<file path="src/design/ial_pkg.sv">
// ial_pkg: shared types, codes and character helpers for the indent-aware lexer.
// No dependencies; used by every design file.
package ial_pkg;

  localparam int STACK_DEPTH     = 16;
  localparam int CNT_W           = $clog2(STACK_DEPTH + 1);
  localparam int IDX_W           = (STACK_DEPTH > 1) ? $clog2(STACK_DEPTH) : 1;
  localparam int KEYWORD_MAX_LEN = 9;
  localparam int WLEN_W          = $clog2(KEYWORD_MAX_LEN + 2);
  localparam int WIDX_W          = $clog2(KEYWORD_MAX_LEN);
  localparam int KW_W            = 8 * KEYWORD_MAX_LEN;
  localparam int KW_N            = 22;
  localparam int QUEUE_DEPTH     = 4;
  localparam int QPTR_W          = $clog2(QUEUE_DEPTH);

  localparam logic [4:0] T_BSTART = 5'd0;
  localparam logic [4:0] T_BEND   = 5'd1;
  localparam logic [4:0] T_END    = 5'd2;
  localparam logic [4:0] T_IDENT  = 5'd3;
  localparam logic [4:0] T_NUMBER = 5'd4;
  localparam logic [4:0] T_TEXT   = 5'd5;
  localparam logic [4:0] T_PERIOD = 5'd6;
  localparam logic [4:0] T_COLON  = 5'd7;
  localparam logic [4:0] T_COMMA  = 5'd8;
  localparam logic [4:0] T_KW0    = 5'd9;

  localparam logic [2:0] E_NONE    = 3'd0;
  localparam logic [2:0] E_CHAR    = 3'd1;
  localparam logic [2:0] E_COMMENT = 3'd2;
  localparam logic [2:0] E_STRING  = 3'd3;
  localparam logic [2:0] E_DEEP    = 3'd4;

  localparam logic [7:0] C_TAB    = 8'h09;
  localparam logic [7:0] C_LPAREN = 8'h28;
  localparam logic [7:0] C_RPAREN = 8'h29;
  localparam logic [7:0] C_UNDER  = 8'h5F;
  localparam logic [7:0] C_DASH   = 8'h2D;
  localparam logic [7:0] C_ZERO   = 8'h30;

  localparam logic [KW_W-1:0] KW_TEXT [KW_N] = '{
    KW_W'("define"), KW_W'("as"), KW_W'("set"), KW_W'("let"), KW_W'("be"),
    KW_W'("to"), KW_W'("or"), KW_W'("if"), KW_W'("and"), KW_W'("true"),
    KW_W'("false"), KW_W'("otherwise"), KW_W'("times"), KW_W'("minus"),
    KW_W'("plus"), KW_W'("over"), KW_W'("with"), KW_W'("return"),
    KW_W'("mod"), KW_W'("while"), KW_W'("of"), KW_W'("print")
  };
  localparam logic [3:0] KW_LEN [KW_N] = '{
    4'd6, 4'd2, 4'd3, 4'd3, 4'd2, 4'd2, 4'd2, 4'd2, 4'd3, 4'd4, 4'd5,
    4'd9, 4'd5, 4'd5, 4'd4, 4'd4, 4'd4, 4'd6, 4'd3, 4'd5, 4'd2, 4'd5
  };

  typedef struct packed {
    logic [4:0]  token_type;
    logic [15:0] token_start;
    logic [15:0] token_length;
    logic [15:0] line_number;
    logic [2:0]  error_code;
    logic        last;
  } tok_t;

  // mark: no token, sets last on the token before it
  typedef struct packed {
    logic mark;
    tok_t tok;
  } q_entry_t;

  function automatic logic [7:0] lower(input logic [7:0] c);
    return (c >= 8'h41 && c <= 8'h5A) ? c + 8'd32 : c;
  endfunction

  function automatic logic is_digit(input logic [7:0] c);
    return c >= 8'h30 && c <= 8'h39;
  endfunction

  function automatic logic is_ident(input logic [7:0] c);
    return (c >= 8'h61 && c <= 8'h7A) || is_digit(c) || c == C_UNDER || c == C_DASH;
  endfunction

  function automatic logic is_term(input logic [7:0] c);
    return c == 8'h0A || c == 8'h00;
  endfunction

  function automatic logic is_blank(input logic [7:0] c);
    return c == 8'h20 || c == C_TAB || c == 8'h0B || c == 8'h0C || c == 8'h0D;
  endfunction

  // word text is right-justified, first byte highest
  function automatic logic [4:0] kw_lookup(input logic [KEYWORD_MAX_LEN-1:0][7:0] buf_in,
                                           input logic [WLEN_W-1:0] len);
    logic [KW_W-1:0] w;
    logic [4:0]      t;
    w = '0;
    t = T_IDENT;
    for (int i = 0; i < KEYWORD_MAX_LEN; i++) begin
      if (WLEN_W'(i) < len) w = {w[KW_W-9:0], buf_in[i]};
    end
    if (len <= WLEN_W'(KEYWORD_MAX_LEN)) begin
      for (int k = KW_N - 1; k >= 0; k--) begin
        if (WLEN_W'(KW_LEN[k]) == len && KW_TEXT[k] == w) t = T_KW0 + 5'(k);
      end
    end
    return t;
  endfunction

endpackage

</file>
<file path="src/design/ial_queue.sv">
// ial_queue: short FIFO of token words between the scanner and the output stage.
// Depends on ial_pkg.
module ial_queue (
  input  logic              clk,
  input  logic              rst,
  input  logic              push,
  input  ial_pkg::q_entry_t push_data,
  output logic              full,
  input  logic              pop,
  output ial_pkg::q_entry_t head,
  output logic              empty
);

  ial_pkg::q_entry_t mem [ial_pkg::QUEUE_DEPTH];
  logic [ial_pkg::QPTR_W-1:0] wr_ptr, rd_ptr;
  logic [ial_pkg::QPTR_W:0]   count;

  assign full  = count == (ial_pkg::QPTR_W+1)'(ial_pkg::QUEUE_DEPTH);
  assign empty = count == '0;
  assign head  = mem[rd_ptr];

  always_ff @(posedge clk) begin
    if (push) mem[wr_ptr] <= push_data;
    if (rst) begin
      wr_ptr <= '0;
      rd_ptr <= '0;
      count  <= '0;
    end else begin
      if (push) wr_ptr <= wr_ptr + 1'b1;
      if (pop)  rd_ptr <= rd_ptr + 1'b1;
      count <= count + (ial_pkg::QPTR_W+1)'(push) - (ial_pkg::QPTR_W+1)'(pop);
    end
  end

endmodule

</file>
<file path="src/design/ial_front.sv">
// ial_front: byte scanner; tracks mode, indentation stack and word text, pushes tokens.
// Depends on ial_pkg; feeds ial_queue.
module ial_front (
  input  logic              clk,
  input  logic              rst,
  input  logic              s_tvalid,
  output logic              s_tready,
  input  logic [7:0]        s_tdata,
  input  logic              s_tuser,
  input  logic              q_full,
  output logic              q_push,
  output ial_pkg::q_entry_t q_data
);

  typedef enum logic [2:0] {F_IDLE, F_BODY, F_POP, F_DRAIN, F_HALT} fstate_t;
  typedef enum logic [2:0] {M_LINE, M_BODY, M_COMMENT, M_STRING, M_WORD, M_NUMBER} mode_t;

  fstate_t state, state_next;
  mode_t   mode, mode_next;
  logic [7:0]  tab_count, tab_count_next;
  logic [7:0]  stack [ial_pkg::STACK_DEPTH];
  logic [ial_pkg::CNT_W-1:0] stack_cnt, stack_cnt_next;
  logic [ial_pkg::KEYWORD_MAX_LEN-1:0][7:0] word_buf;
  logic [ial_pkg::WLEN_W-1:0] word_len, word_len_next;
  logic [15:0] tsp, tsp_next, byte_pos, byte_pos_next, line_cnt, line_cnt_next;
  logic [7:0]  quote, quote_next, held, held_next;
  logic        has_tok, has_tok_next;

  logic        stk_we;
  logic [7:0]  wb_d;
  logic        wb_we;
  logic [ial_pkg::WIDX_W-1:0] wb_idx;

  logic        acc, go, eos;
  logic [7:0]  c, bc;
  logic [7:0]  top;
  logic        push_cond, stk_full;
  logic [15:0] span;
  ial_pkg::tok_t tk;

  assign acc = s_tvalid && s_tready;
  assign go  = !q_full;
  assign eos = s_tuser;
  assign c   = ial_pkg::lower(s_tdata);
  assign s_tready = (state == F_IDLE || state == F_HALT) && !q_full;
  assign top = stack[ial_pkg::IDX_W'(stack_cnt - 1'b1)];
  assign push_cond = (stack_cnt != '0) ? (tab_count > top) : (tab_count != 8'd0);
  assign stk_full  = stack_cnt == ial_pkg::CNT_W'(ial_pkg::STACK_DEPTH);
  assign span = byte_pos - tsp;

  always_comb begin
    state_next = state; mode_next = mode; tab_count_next = tab_count;
    stack_cnt_next = stack_cnt; word_len_next = word_len; tsp_next = tsp;
    byte_pos_next = byte_pos; line_cnt_next = line_cnt; quote_next = quote;
    held_next = held; has_tok_next = has_tok;
    stk_we = 1'b0; wb_we = 1'b0; wb_idx = '0; wb_d = c;
    q_push = 1'b0;
    q_data = '0;
    tk = '0;
    tk.line_number = line_cnt;
    bc = (state == F_BODY) ? held : c;

    unique case (state)
      F_IDLE: begin
        if (acc && eos) begin
          unique case (mode) inside
            M_LINE: begin
              state_next = F_DRAIN;
              if (tab_count != 8'd0 && push_cond) begin
                q_push = 1'b1;
                if (stk_full) begin
                  tk.token_start = byte_pos; tk.error_code = ial_pkg::E_DEEP;
                  tk.last = 1'b1; state_next = F_HALT;
                end else begin
                  stk_we = 1'b1; stack_cnt_next = stack_cnt + 1'b1;
                end
              end
            end
            M_COMMENT, M_STRING: begin
              q_push = 1'b1; tk.token_start = byte_pos; tk.last = 1'b1;
              tk.error_code = (mode == M_COMMENT) ? ial_pkg::E_COMMENT : ial_pkg::E_STRING;
              state_next = F_HALT;
            end
            M_WORD, M_NUMBER: begin
              q_push = 1'b1;
              tk.token_type = (mode == M_WORD) ? ial_pkg::kw_lookup(word_buf, word_len)
                                               : ial_pkg::T_NUMBER;
              tk.token_start = tsp; tk.token_length = span;
              state_next = F_DRAIN;
            end
            default: state_next = F_DRAIN;
          endcase
        end else if (acc) begin
          unique case (mode) inside
            M_LINE: begin
              if (c == ial_pkg::C_TAB) begin
                if (tab_count != 8'hFF) tab_count_next = tab_count + 8'd1;
                byte_pos_next = byte_pos + 16'd1;
              end else begin
                held_next = c;
                if (push_cond) begin
                  q_push = 1'b1;
                  if (stk_full) begin
                    tk.token_start = byte_pos; tk.error_code = ial_pkg::E_DEEP;
                    tk.last = 1'b1; state_next = F_HALT;
                  end else begin
                    stk_we = 1'b1; stack_cnt_next = stack_cnt + 1'b1;
                    has_tok_next = 1'b1; state_next = F_BODY;
                  end
                end else begin
                  state_next = F_POP;
                end
              end
            end
            M_COMMENT: begin
              if (c == ial_pkg::C_RPAREN) mode_next = M_BODY;
              else if (ial_pkg::is_term(c)) begin
                q_push = 1'b1; tk.token_start = byte_pos; tk.last = 1'b1;
                tk.error_code = ial_pkg::E_COMMENT; state_next = F_HALT;
              end
              byte_pos_next = byte_pos + 16'd1;
            end
            M_STRING: begin
              if (c == quote) begin
                q_push = 1'b1; tk.token_type = ial_pkg::T_TEXT; tk.token_start = tsp;
                tk.token_length = span; tk.last = 1'b1; mode_next = M_BODY;
              end else if (ial_pkg::is_term(c)) begin
                q_push = 1'b1; tk.token_start = byte_pos; tk.last = 1'b1;
                tk.error_code = ial_pkg::E_STRING; state_next = F_HALT;
              end
              byte_pos_next = byte_pos + 16'd1;
            end
            M_WORD, M_NUMBER: begin
              if (mode == M_WORD && ial_pkg::is_ident(c)) begin
                if (word_len < ial_pkg::WLEN_W'(ial_pkg::KEYWORD_MAX_LEN)) begin
                  wb_we = 1'b1; wb_idx = ial_pkg::WIDX_W'(word_len);
                end
                if (word_len <= ial_pkg::WLEN_W'(ial_pkg::KEYWORD_MAX_LEN))
                  word_len_next = word_len + 1'b1;
                byte_pos_next = byte_pos + 16'd1;
              end else if (mode == M_NUMBER && ial_pkg::is_digit(c)) begin
                byte_pos_next = byte_pos + 16'd1;
              end else begin
                q_push = 1'b1;
                tk.token_type = (mode == M_WORD) ? ial_pkg::kw_lookup(word_buf, word_len)
                                                 : ial_pkg::T_NUMBER;
                tk.token_start = tsp; tk.token_length = span;
                held_next = c; has_tok_next = 1'b1; state_next = F_BODY;
              end
            end
            default: ;
          endcase
        end
      end
      F_POP: begin
        if (go) begin
          if (stack_cnt != '0 && tab_count < top) begin
            q_push = 1'b1; tk.token_type = ial_pkg::T_BEND;
            stack_cnt_next = stack_cnt - 1'b1; has_tok_next = 1'b1;
          end else begin
            state_next = F_BODY;
          end
        end
      end
      F_DRAIN: begin
        if (go) begin
          q_push = 1'b1;
          if (stack_cnt != '0) begin
            tk.token_type = ial_pkg::T_BEND; stack_cnt_next = stack_cnt - 1'b1;
          end else begin
            // end token; back to the start-of-source state
            tk.token_type = ial_pkg::T_END; tk.last = 1'b1;
            state_next = F_IDLE; mode_next = M_LINE; tab_count_next = 8'd0;
            word_len_next = '0; tsp_next = '0; byte_pos_next = '0;
            line_cnt_next = 16'd1; quote_next = 8'd0; has_tok_next = 1'b0;
          end
        end
      end
      default: ;
    endcase

    // one body byte, either the accepted one or the held one
    if ((state == F_IDLE && acc && !eos && mode == M_BODY) || (state == F_BODY && go)) begin
      mode_next = M_BODY;
      q_push = 1'b1;
      tk.token_start = byte_pos;
      tk.token_length = 16'd1;
      tk.last = 1'b1;
      if (ial_pkg::is_term(bc)) begin
        q_push = 1'b0;
        if (line_cnt != 16'hFFFF) line_cnt_next = line_cnt + 16'd1;
        mode_next = M_LINE; tab_count_next = 8'd0;
      end else if (ial_pkg::is_blank(bc)) begin
        q_push = 1'b0;
      end else if (bc == ial_pkg::C_LPAREN) begin
        q_push = 1'b0; mode_next = M_COMMENT;
      end else if (bc == 8'h3A) begin
        tk.token_type = ial_pkg::T_COLON;
      end else if (bc == 8'h2E) begin
        tk.token_type = ial_pkg::T_PERIOD;
      end else if (bc == 8'h2C) begin
        tk.token_type = ial_pkg::T_COMMA;
      end else if (bc == 8'h22 || bc == 8'h27) begin
        q_push = 1'b0; quote_next = bc; tsp_next = byte_pos + 16'd1; mode_next = M_STRING;
      end else if (bc == ial_pkg::C_ZERO) begin
        tk.token_type = ial_pkg::T_NUMBER;
      end else if (ial_pkg::is_digit(bc)) begin
        q_push = 1'b0; tsp_next = byte_pos; mode_next = M_NUMBER;
      end else if (ial_pkg::is_ident(bc)) begin
        q_push = 1'b0; tsp_next = byte_pos; mode_next = M_WORD;
        wb_we = 1'b1; wb_idx = '0; wb_d = bc; word_len_next = ial_pkg::WLEN_W'(1);
      end else begin
        tk.token_length = 16'd0; tk.error_code = ial_pkg::E_CHAR;
      end
      if (tk.error_code != ial_pkg::E_NONE) state_next = F_HALT;
      else state_next = F_IDLE;
      // earlier tokens of this byte get their last flag through a mark
      if (!q_push && has_tok) begin
        q_push = 1'b1; q_data.mark = 1'b1;
      end
      has_tok_next = 1'b0;
      byte_pos_next = byte_pos + 16'd1;
    end

    q_data.tok = tk;
  end

  always_ff @(posedge clk) begin
    if (stk_we) stack[ial_pkg::IDX_W'(stack_cnt)] <= tab_count;
    if (wb_we) word_buf[wb_idx] <= wb_d;
    held <= held_next;
    if (rst) begin
      state <= F_IDLE; mode <= M_LINE; tab_count <= 8'd0; stack_cnt <= '0;
      word_len <= '0; tsp <= '0; byte_pos <= '0; line_cnt <= 16'd1;
      quote <= 8'd0; has_tok <= 1'b0;
    end else begin
      state <= state_next; mode <= mode_next; tab_count <= tab_count_next;
      stack_cnt <= stack_cnt_next; word_len <= word_len_next; tsp <= tsp_next;
      byte_pos <= byte_pos_next; line_cnt <= line_cnt_next; quote <= quote_next;
      has_tok <= has_tok_next;
    end
  end

endmodule

</file>
<file path="src/design/ial_back.sv">
// ial_back: output stage; holds one token until its last flag is known, then drives the bus.
// Depends on ial_pkg; drains ial_queue.
module ial_back (
  input  logic              clk,
  input  logic              rst,
  input  logic              q_empty,
  input  ial_pkg::q_entry_t q_head,
  output logic              q_pop,
  output logic              m_tvalid,
  input  logic              m_tready,
  output logic [55:0]       m_tdata,
  output logic              m_tlast
);

  ial_pkg::tok_t pend, pend_next, outr, outr_next;
  logic pend_v, pend_v_next, out_v, out_v_next;
  logic out_free, have;

  assign out_free = !out_v || m_tready;
  assign have = !q_empty;

  always_comb begin
    pend_next = pend; pend_v_next = pend_v; outr_next = outr;
    out_v_next = out_v && !m_tready;
    q_pop = 1'b0;
    if (out_free && pend_v && pend.last) begin
      outr_next = pend; out_v_next = 1'b1; pend_v_next = 1'b0;
      if (have && !q_head.mark) begin
        pend_next = q_head.tok; pend_v_next = 1'b1; q_pop = 1'b1;
      end
    end else if (out_free && pend_v && have) begin
      outr_next = pend; out_v_next = 1'b1; q_pop = 1'b1;
      if (q_head.mark) begin
        outr_next.last = 1'b1; pend_v_next = 1'b0;
      end else begin
        pend_next = q_head.tok;
      end
    end else if (!pend_v && have) begin
      q_pop = 1'b1;
      if (!q_head.mark) begin
        pend_next = q_head.tok; pend_v_next = 1'b1;
      end
    end
  end

  always_ff @(posedge clk) begin
    pend <= pend_next;
    outr <= outr_next;
    if (rst) begin
      pend_v <= 1'b0;
      out_v  <= 1'b0;
    end else begin
      pend_v <= pend_v_next;
      out_v  <= out_v_next;
    end
  end

  assign m_tvalid = out_v;
  assign m_tlast  = outr.last;
  assign m_tdata  = {outr.error_code, outr.line_number, outr.token_length,
                     outr.token_start, outr.token_type};

endmodule

</file>
<file path="src/design/indent_aware_lexer_top.sv">
// indent_aware_lexer_top: lexer top level; scanner, token queue and output stage.
// Depends on ial_pkg, ial_front, ial_queue, ial_back.
//
//  channel | dir | tdata                 | tuser    | tlast
//  s_      | in  | char_code[7:0]        | func     | -
//  m_      | out | type,start,len,line,err | -      | last result of the word
//
// A byte that ends a word or number is held and scanned again as a body byte once
// the word token is pushed. The first non-tab byte of a line either opens a block
// or passes through the scanner pop loop, which pushes one block end per closed level.
// End of source pushes a block end per open block, then the end token. The scanner
// stalls while the four-entry token queue is full; the output stage holds one token
// back until its last flag is known. Synchronous reset returns to the start-of-source
// state. After an error the block swallows every word until reset.
module indent_aware_lexer_top (
  input  logic        clk,
  input  logic        rst,
  input  logic        s_tvalid,
  output logic        s_tready,
  input  logic [7:0]  s_tdata,   // char_code[7:0]
  input  logic        s_tuser,   // func
  output logic        m_tvalid,
  input  logic        m_tready,
  output logic [55:0] m_tdata,   // token_type[4:0], token_start[20:5], token_length[36:21],
                                 // line_number[52:37], error_code[55:53]
  output logic        m_tlast    // last
);

  ial_pkg::q_entry_t push_data, head;
  logic push, full, pop, empty;

  ial_front u_front (
    .clk, .rst, .s_tvalid, .s_tready, .s_tdata, .s_tuser,
    .q_full(full), .q_push(push), .q_data(push_data)
  );

  ial_queue u_queue (
    .clk, .rst, .push, .push_data, .full, .pop, .head, .empty
  );

  ial_back u_back (
    .clk, .rst, .q_empty(empty), .q_head(head), .q_pop(pop),
    .m_tvalid, .m_tready, .m_tdata, .m_tlast
  );

endmodule

</file>
<file path="config.mk">
export PLATFORM = sky130hd
export DESIGN_NAME = indent_aware_lexer_top
export DESIGN_NICKNAME = d
export VERILOG_FILES = /design/src/design/ial_pkg.sv /design/src/design/ial_queue.sv /design/src/design/ial_front.sv /design/src/design/ial_back.sv /design/src/design/indent_aware_lexer_top.sv
export SDC_FILE = /design/constraint.sdc
export NUM_CORES = 1
export LEC_CHECK = 0
export BUFFER_PORTS_ARGS = -buffer_cell sky130_fd_sc_hd__buf_2
export CELL_PAD_IN_SITES_DETAIL_PLACEMENT = 0
export CELL_PAD_IN_SITES_GLOBAL_PLACEMENT = 1
export CORE_UTILIZATION = 45
export DETAILED_ROUTE_END_ITERATION = 7
export GPL_ROUTABILITY_DRIVEN = 0
export GPL_TIMING_DRIVEN = 1
export PLACE_DENSITY_LB_ADDON = 0.2
export SLEW_MARGIN = 5
export SYNTH_ARGS = -nofsm -noshare
export SYNTH_HDL_FRONTEND = slang
export SYNTH_SLANG_ARGS = --single-unit
</file>
<file path="constraint.sdc">
create_clock -name clk -period 10.1 [get_ports clk]
set_input_delay 2.02 -clock clk [delete_from_list [all_inputs] [get_ports clk]]
set_output_delay 2.02 -clock clk [all_outputs]
set_load 0.01 [all_outputs]
</file>
### Yosys cells after proc, flatten, opt, wreduce, memory -nomap -nowiden

Memories as Yosys holds them, arrays and structs flattened. A register that Yosys moved wholly into a read port is not among the register bits.
Cells that the tools add are included.

| storage, ports and cells | value |
|---|---|
| register bits after elaboration | 283 |
| bits in writable memories | 360 |
| output and inout port bits | 59 |
| logic and storage cells | 717 |
| memories | 2 |

| cells by class | value |
|---|---|
| $add $sub $neg | 12 |
| $lt $le $gt $ge | 25 |
| equal/unequal tests | 128 |
| mux-type cells | 394 |
| bitwise operators | 1 |
| reductions and logical operators | 118 |

Memories:

| memory | depth | width | read ports | clocked after memory_dff | write ports | line | source |
|---|---|---|---|---|---|---|---|
| u_queue.mem | 4 | 58 | 1 | 1 | 1 | ial_queue.sv:14 | `ial_pkg::q_entry_t mem [ial_pkg::QUEUE_DEPTH];` |
| u_front.stack | 16 | 8 | 1 | 0 | 1 | ial_front.sv:21 | `logic [7:0] stack [ial_pkg::STACK_DEPTH];` |

Operators by type and width:

| operator | count |
|---|---|
| 15-bit by 72-bit equality test with 1-bit output, first input constant | 12 |
| 16-bit two-way mux | 47 |
| 39-bit by 72-bit equality test with 1-bit output, first input constant | 10 |
| 72-bit two-way mux | 10 |
| 23-bit by 72-bit equality test with 1-bit output, first input constant | 8 |
| 31-bit by 72-bit equality test with 1-bit output, first input constant | 8 |
| 57-bit two-way mux | 7 |
| 5-bit two-way mux | 69 |
| 8-bit two-way mux | 38 |
| 47-bit by 72-bit equality test with 1-bit output, first input constant | 4 |
| 37-bit two-way mux | 5 |
| 4-bit two-way mux | 43 |
| 3-bit two-way mux | 49 |
| 71-bit by 72-bit equality test with 1-bit output, first input constant | 2 |
| 16-bit case mux with 3 select lines | 2 |
| 1-bit two-way mux | 89 |
| 8-bit by 6-bit equality test with 1-bit output, second input constant | 11 |
| 72-bit bitwise mux | 1 |
| 1-bit logical AND | 68 |
| 32-bit two-way mux | 2 |
| 64-bit two-way mux | 1 |
| 16-bit case mux with 2 select lines | 2 |
| 16-bit case mux with 4 select lines | 1 |
| 8-bit by 4-bit equality test with 1-bit output, second input constant | 7 |
| other kinds (81) | 182 |

### Depth between registers and ports, before layout

| depth | value |
|---|---|
| depth in word-level cells | 57 |
| depth in mapped cells | 26 |

### Hierarchy

Synthesis repeated with hierarchy kept, for this count alone.

| unflattened totals | value |
|---|---|
| cell total of the unflattened synthesis | 2713 |
| area, all modules | 32551.2 sq um |

Modules (own cells, without submodules):

| module | times used | cells each | area an instance (sq um) |
|---|---|---|---|
| ial_front | 1 | 2239 | 20161.8 |
| ial_queue | 1 | 345 | 8832.2 |
| ial_back | 1 | 129 | 3557.2 |

### Worst setup path after synthesis

No wires, ideal clock.

| timing path | value |
|---|---|
| path type | reg2reg |
| start | register u_front.stack_cnt[0] (netlist name) |
| end | memory u_queue.mem[0][0] (netlist name), enable pin |
| library setup time | 0.481 ns |
| arrival | 7.131 ns |
| required time | 9.619 ns |
| path slack | 2.487 ns |
| stages on the path, launching flop included | 20 |
| buffers on the path | 4 |
| period minus slack after synthesis | 7.613 ns |
| path through | dfxtp_1 > clkbuf_1 > buf_1 > inv_1 > ha_1 > clkbuf_1 > clkbuf_1 > mux4_2 > mux4_2 > ha_1 > nor2b_1 > o21a_1 > o21ai_0 > a21oi_1 > o21ai_0 > o21ai_0 > a32oi_1 > a21bo_2 > a2bb2oi_1 > nor2b_1 |

| on the way | value |
|---|---|
| word-level cells in the longest chain between the ends | 13 |
| elaborated cells on any way between the ends | 21 |

RTL lines:

| element | line | source |
|---|---|---|
| start, declared | ial_front.sv:22 | `logic [ial_pkg::CNT_W-1:0] stack_cnt, stack_cnt_next;` |
| start signal, assigned | ial_front.sv:238 | `stack_cnt <= stack_cnt_next; word_len <= word_len_next; tsp <= tsp_next;` |
| 5-bit by 1-bit subtractor with 5-bit output | ial_front.sv:46 | `assign top = stack[ial_pkg::IDX_W'(stack_cnt - 1'b1)];` |
| memory 16 x 8 bit | - |  |
| 8-bit greater-than comparator | ial_front.sv:47 | `assign push_cond = (stack_cnt != '0) ? (tab_count > top) : (tab_count != 8'd0);` |
| 1-bit two-way mux | ial_front.sv:47 |  |
| 1-bit two-way mux | ial_front.sv:101 | `if (push_cond) begin` |
| 1-bit two-way mux | ial_front.sv:96 | `if (c == ial_pkg::C_TAB) begin` |
| 1-bit case mux with 4 select lines | ial_front.sv:94 | `unique case (mode) inside` |
| 1-bit two-way mux | ial_front.sv:93 | `end else if (acc) begin` |
| 1-bit two-way mux | ial_front.sv:65 | `if (acc && eos) begin` |
| 1-bit case mux with 3 select lines (*) | ial_front.sv:63 | `unique case (state)` |
| 1-bit two-way mux (*) | ial_front.sv:183 | `if ((state == F_IDLE && acc && !eos && mode == M_BODY) \|\| (state == F_BODY && go)) begin` |
| 1-bit two-way mux (*) | ial_queue.sv:23 | `if (push) mem[wr_ptr] <= push_data;` |
| 1-bit two-way mux (not written as such) (*) | ial_queue.sv:23 |  |
| end, declared | ial_queue.sv:14 |  |

Mark *: on every way between the ends. The rest lies on a longest branch, timed or not.

### Worst setup path in the final report

| timing path | value |
|---|---|
| start | input s_tdata[3] |
| end | register u_front.word_buf[25] (netlist name), enable pin |

| on the way | value |
|---|---|
| word-level cells in the longest chain between the ends | 25 |
| elaborated cells on any way between the ends | 65 |

RTL lines:

| element | line | source |
|---|---|---|
| start, declared | indent_aware_lexer_top.sv:20 | `input logic [7:0] s_tdata,` |
| 8-bit by 7-bit >= comparator with 1-bit output / 8-bit by 7-bit less-or-equal comparator with 1-bit output (equally long branches) | ial_pkg.sv:68 | `return (c >= 8'h41 && c <= 8'h5A) ? c + 8'd32 : c;` |
| 1-bit logical AND | ial_pkg.sv:68 |  |
| 8-bit two-way mux (*) | ial_pkg.sv:68 |  |
| 8-bit by 7-bit >= comparator with 1-bit output, or another cell as far along | ial_pkg.sv:76 | `return (c >= 8'h61 && c <= 8'h7A) \|\| is_digit(c) \|\| c == C_UNDER \|\| c == C_DASH;` |
| 1-bit logical AND (on tied branches) | ial_pkg.sv:76, ial_pkg.sv:72 |  |
| 1-bit logical OR (3 in a row) | ial_pkg.sv:76 |  |
| 1-bit logical AND | ial_front.sv:134 | `if (mode == M_WORD && ial_pkg::is_ident(c)) begin` |
| 1-bit two-way mux | ial_front.sv:134 |  |
| (+7 left out) | - |  |
| 1-bit two-way mux | ial_front.sv:203 | `end else if (bc == 8'h22 \|\| bc == 8'h27) begin` |
| 1-bit two-way mux | ial_front.sv:201 | `end else if (bc == 8'h2C) begin` |
| 1-bit two-way mux | ial_front.sv:199 | `end else if (bc == 8'h2E) begin` |
| 1-bit two-way mux | ial_front.sv:197 | `end else if (bc == 8'h3A) begin` |
| 1-bit two-way mux | ial_front.sv:195 | `end else if (bc == ial_pkg::C_LPAREN) begin` |
| 1-bit two-way mux | ial_front.sv:193 | `end else if (ial_pkg::is_blank(bc)) begin` |
| 1-bit two-way mux | ial_front.sv:189 | `if (ial_pkg::is_term(bc)) begin` |
| 1-bit two-way mux (*) | ial_front.sv:183 |  |
| end signal, assigned by index | ial_front.sv:230 | `if (wb_we) word_buf[wb_idx] <= wb_d;` |
| end, declared | ial_front.sv:23 | `logic [ial_pkg::KEYWORD_MAX_LEN-1:0][7:0] word_buf;` |

Marks and branches as above.
A chain may end at the register's enable or synchronous reset.

==> results_dict.tcl <==
set metrics [dict create \
    status "finished, final reports clean" \
    initial_core_util_pct 45.8 \
    cts_resized 0 \
    core_area_sq_mm 0.0706 \
    clock-sinks 645 \
    track_usage_pct 25.0 \
    grt_pass1_vias 22563 \
    fin_hold_ws_ns 0.412 \
    grt_max_degree 95 \
    crit_required_ns 10.30 \
    path_cells "buf_2 > nor4_1 > a21oi_1 > a21o_1 > a311oi_1 > mux2i_1 > a31oi_1 > nand2_1 > nor2_1 > nand2_1 > a211oi_1" \
    hold_class "flip-flop to flip-flop" \
    syn2layout_area_growth_pct 10.9 \
    timing.fmax_mhz 149 \
    synth_nets 2724 \
    wl_mm 92.6 \
    synth_flop_cell "edfxtp_1" \
    cts_buffers 69 \
    worst_ir_drop_vdd_uv 170 \
    async_reset_ff_share_pct 0 \
    dpl.hpwl_mm 62.6 \
    final_cells 3684 \
    syn-mean-instance-area_sq_um 12.2 \
    cts_tree "built" \
    final-setup-viol-count 0 \
    grt-ovfl-total 0 \
    drtIter0Drc 2970 \
    critical_path_arrival_ns 6.92 \
    viasPerCell 6.42 \
    routedWlPerCell_um 25.1 \
    leakage_nw 12.3 \
    num-fill-cells 6182 \
    cts_root_buf "clkbuf_16" \
    maxSlewViolCount 0 \
    ys_warn_count 0 \
    dieArea_sq_mm 0.0730 \
    powerDensity_mw_per_mm2 200 \
    period_needed_ns 6.72 \
    tightest_slew_ns 1.30 \
    cp-start-kind "input pin" \
    fp.dieH_um 270 \
    cp_max_fo 17 \
    grt_first_pass_wirelength_mm 140 \
    power.total_mw 7.19 \
    clk_latency_ns 0.60 \
    ant_nets 0 \
    cp-end-kind "flip-flop" \
    io_pins 72 \
    mostFrequentLayoutCells "554 x edfxtp_1, 179 x nor2_1, 173 x nand2_1" \
    maxCapViolCount 0 \
    drc_errors 0 \
    firstDrtPassIters 6 \
    max_stage_delay_ns 1.07 \
    cp_common_cell "nand2_1" \
    slew_headroom_pct 12.3 \
    io_buffers 71 \
    finish.utilization_pct 50.8 \
    grt_antenna_before_repair 2 \
    crit_buf_inv 1 \
    rows 97 \
    postCtsHoldBufs 0 \
    seqCellArea_sq_mm 0.0185 \
    clock_skew_ns 0.0218 \
    multi_input_area_sq_mm 0.0129 \
    syn_area_sq_mm 0.0324 \
    synth-seq-cells 645 \
    min_period_over_period_pct 66.5 \
    syn_inst 2663 \
    cp_top_family "compound AO/OA/AOI/OAI gates" \
    drive_above_1_share_pct 14.9 \
    grt_setup_unrepaired "false" \
    hold_viol_final 0 \
    vias 23653 \
    dpl.cell_count 3558 \
    synth_enable_flop_cells 554 \
    cts_setup_buffers 0 \
    synth_cell_types 96 \
    clk_pin_slew_worst_paths_ns 0.06 \
    tns_ns 0 \
    layout_commonest_cell "edfxtp_1" \
    yosysSeqAreaShare_pct 57.0 \
    cp_slowest_cell "a211oi_1" \
    cts_max_level 3 \
    crit_type "input pin to flip-flop" \
    finalNetCount 2750 \
    clock_path_buffers 3 \
    die_x_um 270 \
]
==> through the flow <==
stage | worst slack, ns | area, sq um
3_3_place_gp | 3.17 | 33700
6_report | 3.38 | 35900
4_1_cts | 3.53 | 35900
5_1_grt | 2.89 | 35900
2_1_floorplan | 2.49 | 32400
3_5_place_dp | 2.96 | 33700
==> synthesized netlist by cell type, drive strengths merged (75+ instances only) <==
cell type / count / area (sq um)
nor3: 75 / 380
mux4: 98 / 2210
nand2: 173 / 649
nor2: 180 / 678
a21oi: 119 / 596
nand3: 85 / 425
dfxtp: 91 / 1820
o21ai: 140 / 704
buf: 76 / 407
clkbuf: 94 / 353
edfxtp: 554 / 16600
inv: 87 / 327
==> kinds of logic after synthesis <==
kind of cell | Yosys count | synth area share (%)
AO/OA/AOI/OAI | 660 | 14.2
XOR/XNOR | 36 | 0.974
adder cells (fa/ha/maj) | 48 | 1.90
buffers and inverters | 257 | 3.35
flip-flops | 645 | 57.0
multiplexers | 140 | 8.16
AND/OR/NAND/NOR | 877 | 14.4
==> final timing paths <==
kind	start	end	slack, ns	depth (start not counted)
max reg2reg	u_front.word_len[1]	u_queue.mem[2][54]	3.60	15
min	u_back.pend[50]	u_back.m_tdata[19]	0.41	0
min reg2reg	u_back.pend[50]	u_back.m_tdata[19]	0.41	0
max	s_tdata[3]	u_front.word_buf[25]	3.38	11
==> metal layers <==
metal / part of all wire, % / routed length, um / vias to the layer above / global-route usage [%]
met3: 8.8 / 8180 / 239 / 5.37
met4: 3.7 / 3420 / 2 / 9.72
li1: - / - / 10548 / -
met1: 42 / 39100 / 11662 / 34.7
met2: 45 / 41900 / 1202 / 38.4
met5: 0.014 / 13 / - / 0
==> layout make-up <==
type	count	share of cell area [%]
repair buffers	125	2.15
multi-input cells	1761	36.0
inverters	87	0.909
diodes	3	0.0209
flip-flops and latches	645	51.4
clock buffers	84	5.08
clock inverters	39	1.16
well taps	940	3.28
==> report_power, final <==
group / internal (mW) / switching [mW]
sequential: 3.33 / 0.133
clock: 1.45 / 1.02
combinational: 0.478 / 0.782
==> registers in the layout (all words and copies together), names as in the netlist, 2 cells and up, named ones only <==
register	count
u_front.tab_count	8
u_queue.wr_ptr	2
u_back.pend	57
u_front.state	3
u_front.quote	8
u_front.mode	3
u_queue.mem	232
u_queue.rd_ptr	2
u_front.word_buf	72
u_front.held	8
u_front.byte_pos	16
u_front.stack	128
u_front.stack_cnt	5
u_queue.count	3
u_back.m_tdata	56
u_front.tsp	16
u_front.word_len	4
u_front.line_cnt	16
Note: power is estimated with default switching activity, not from simulation.
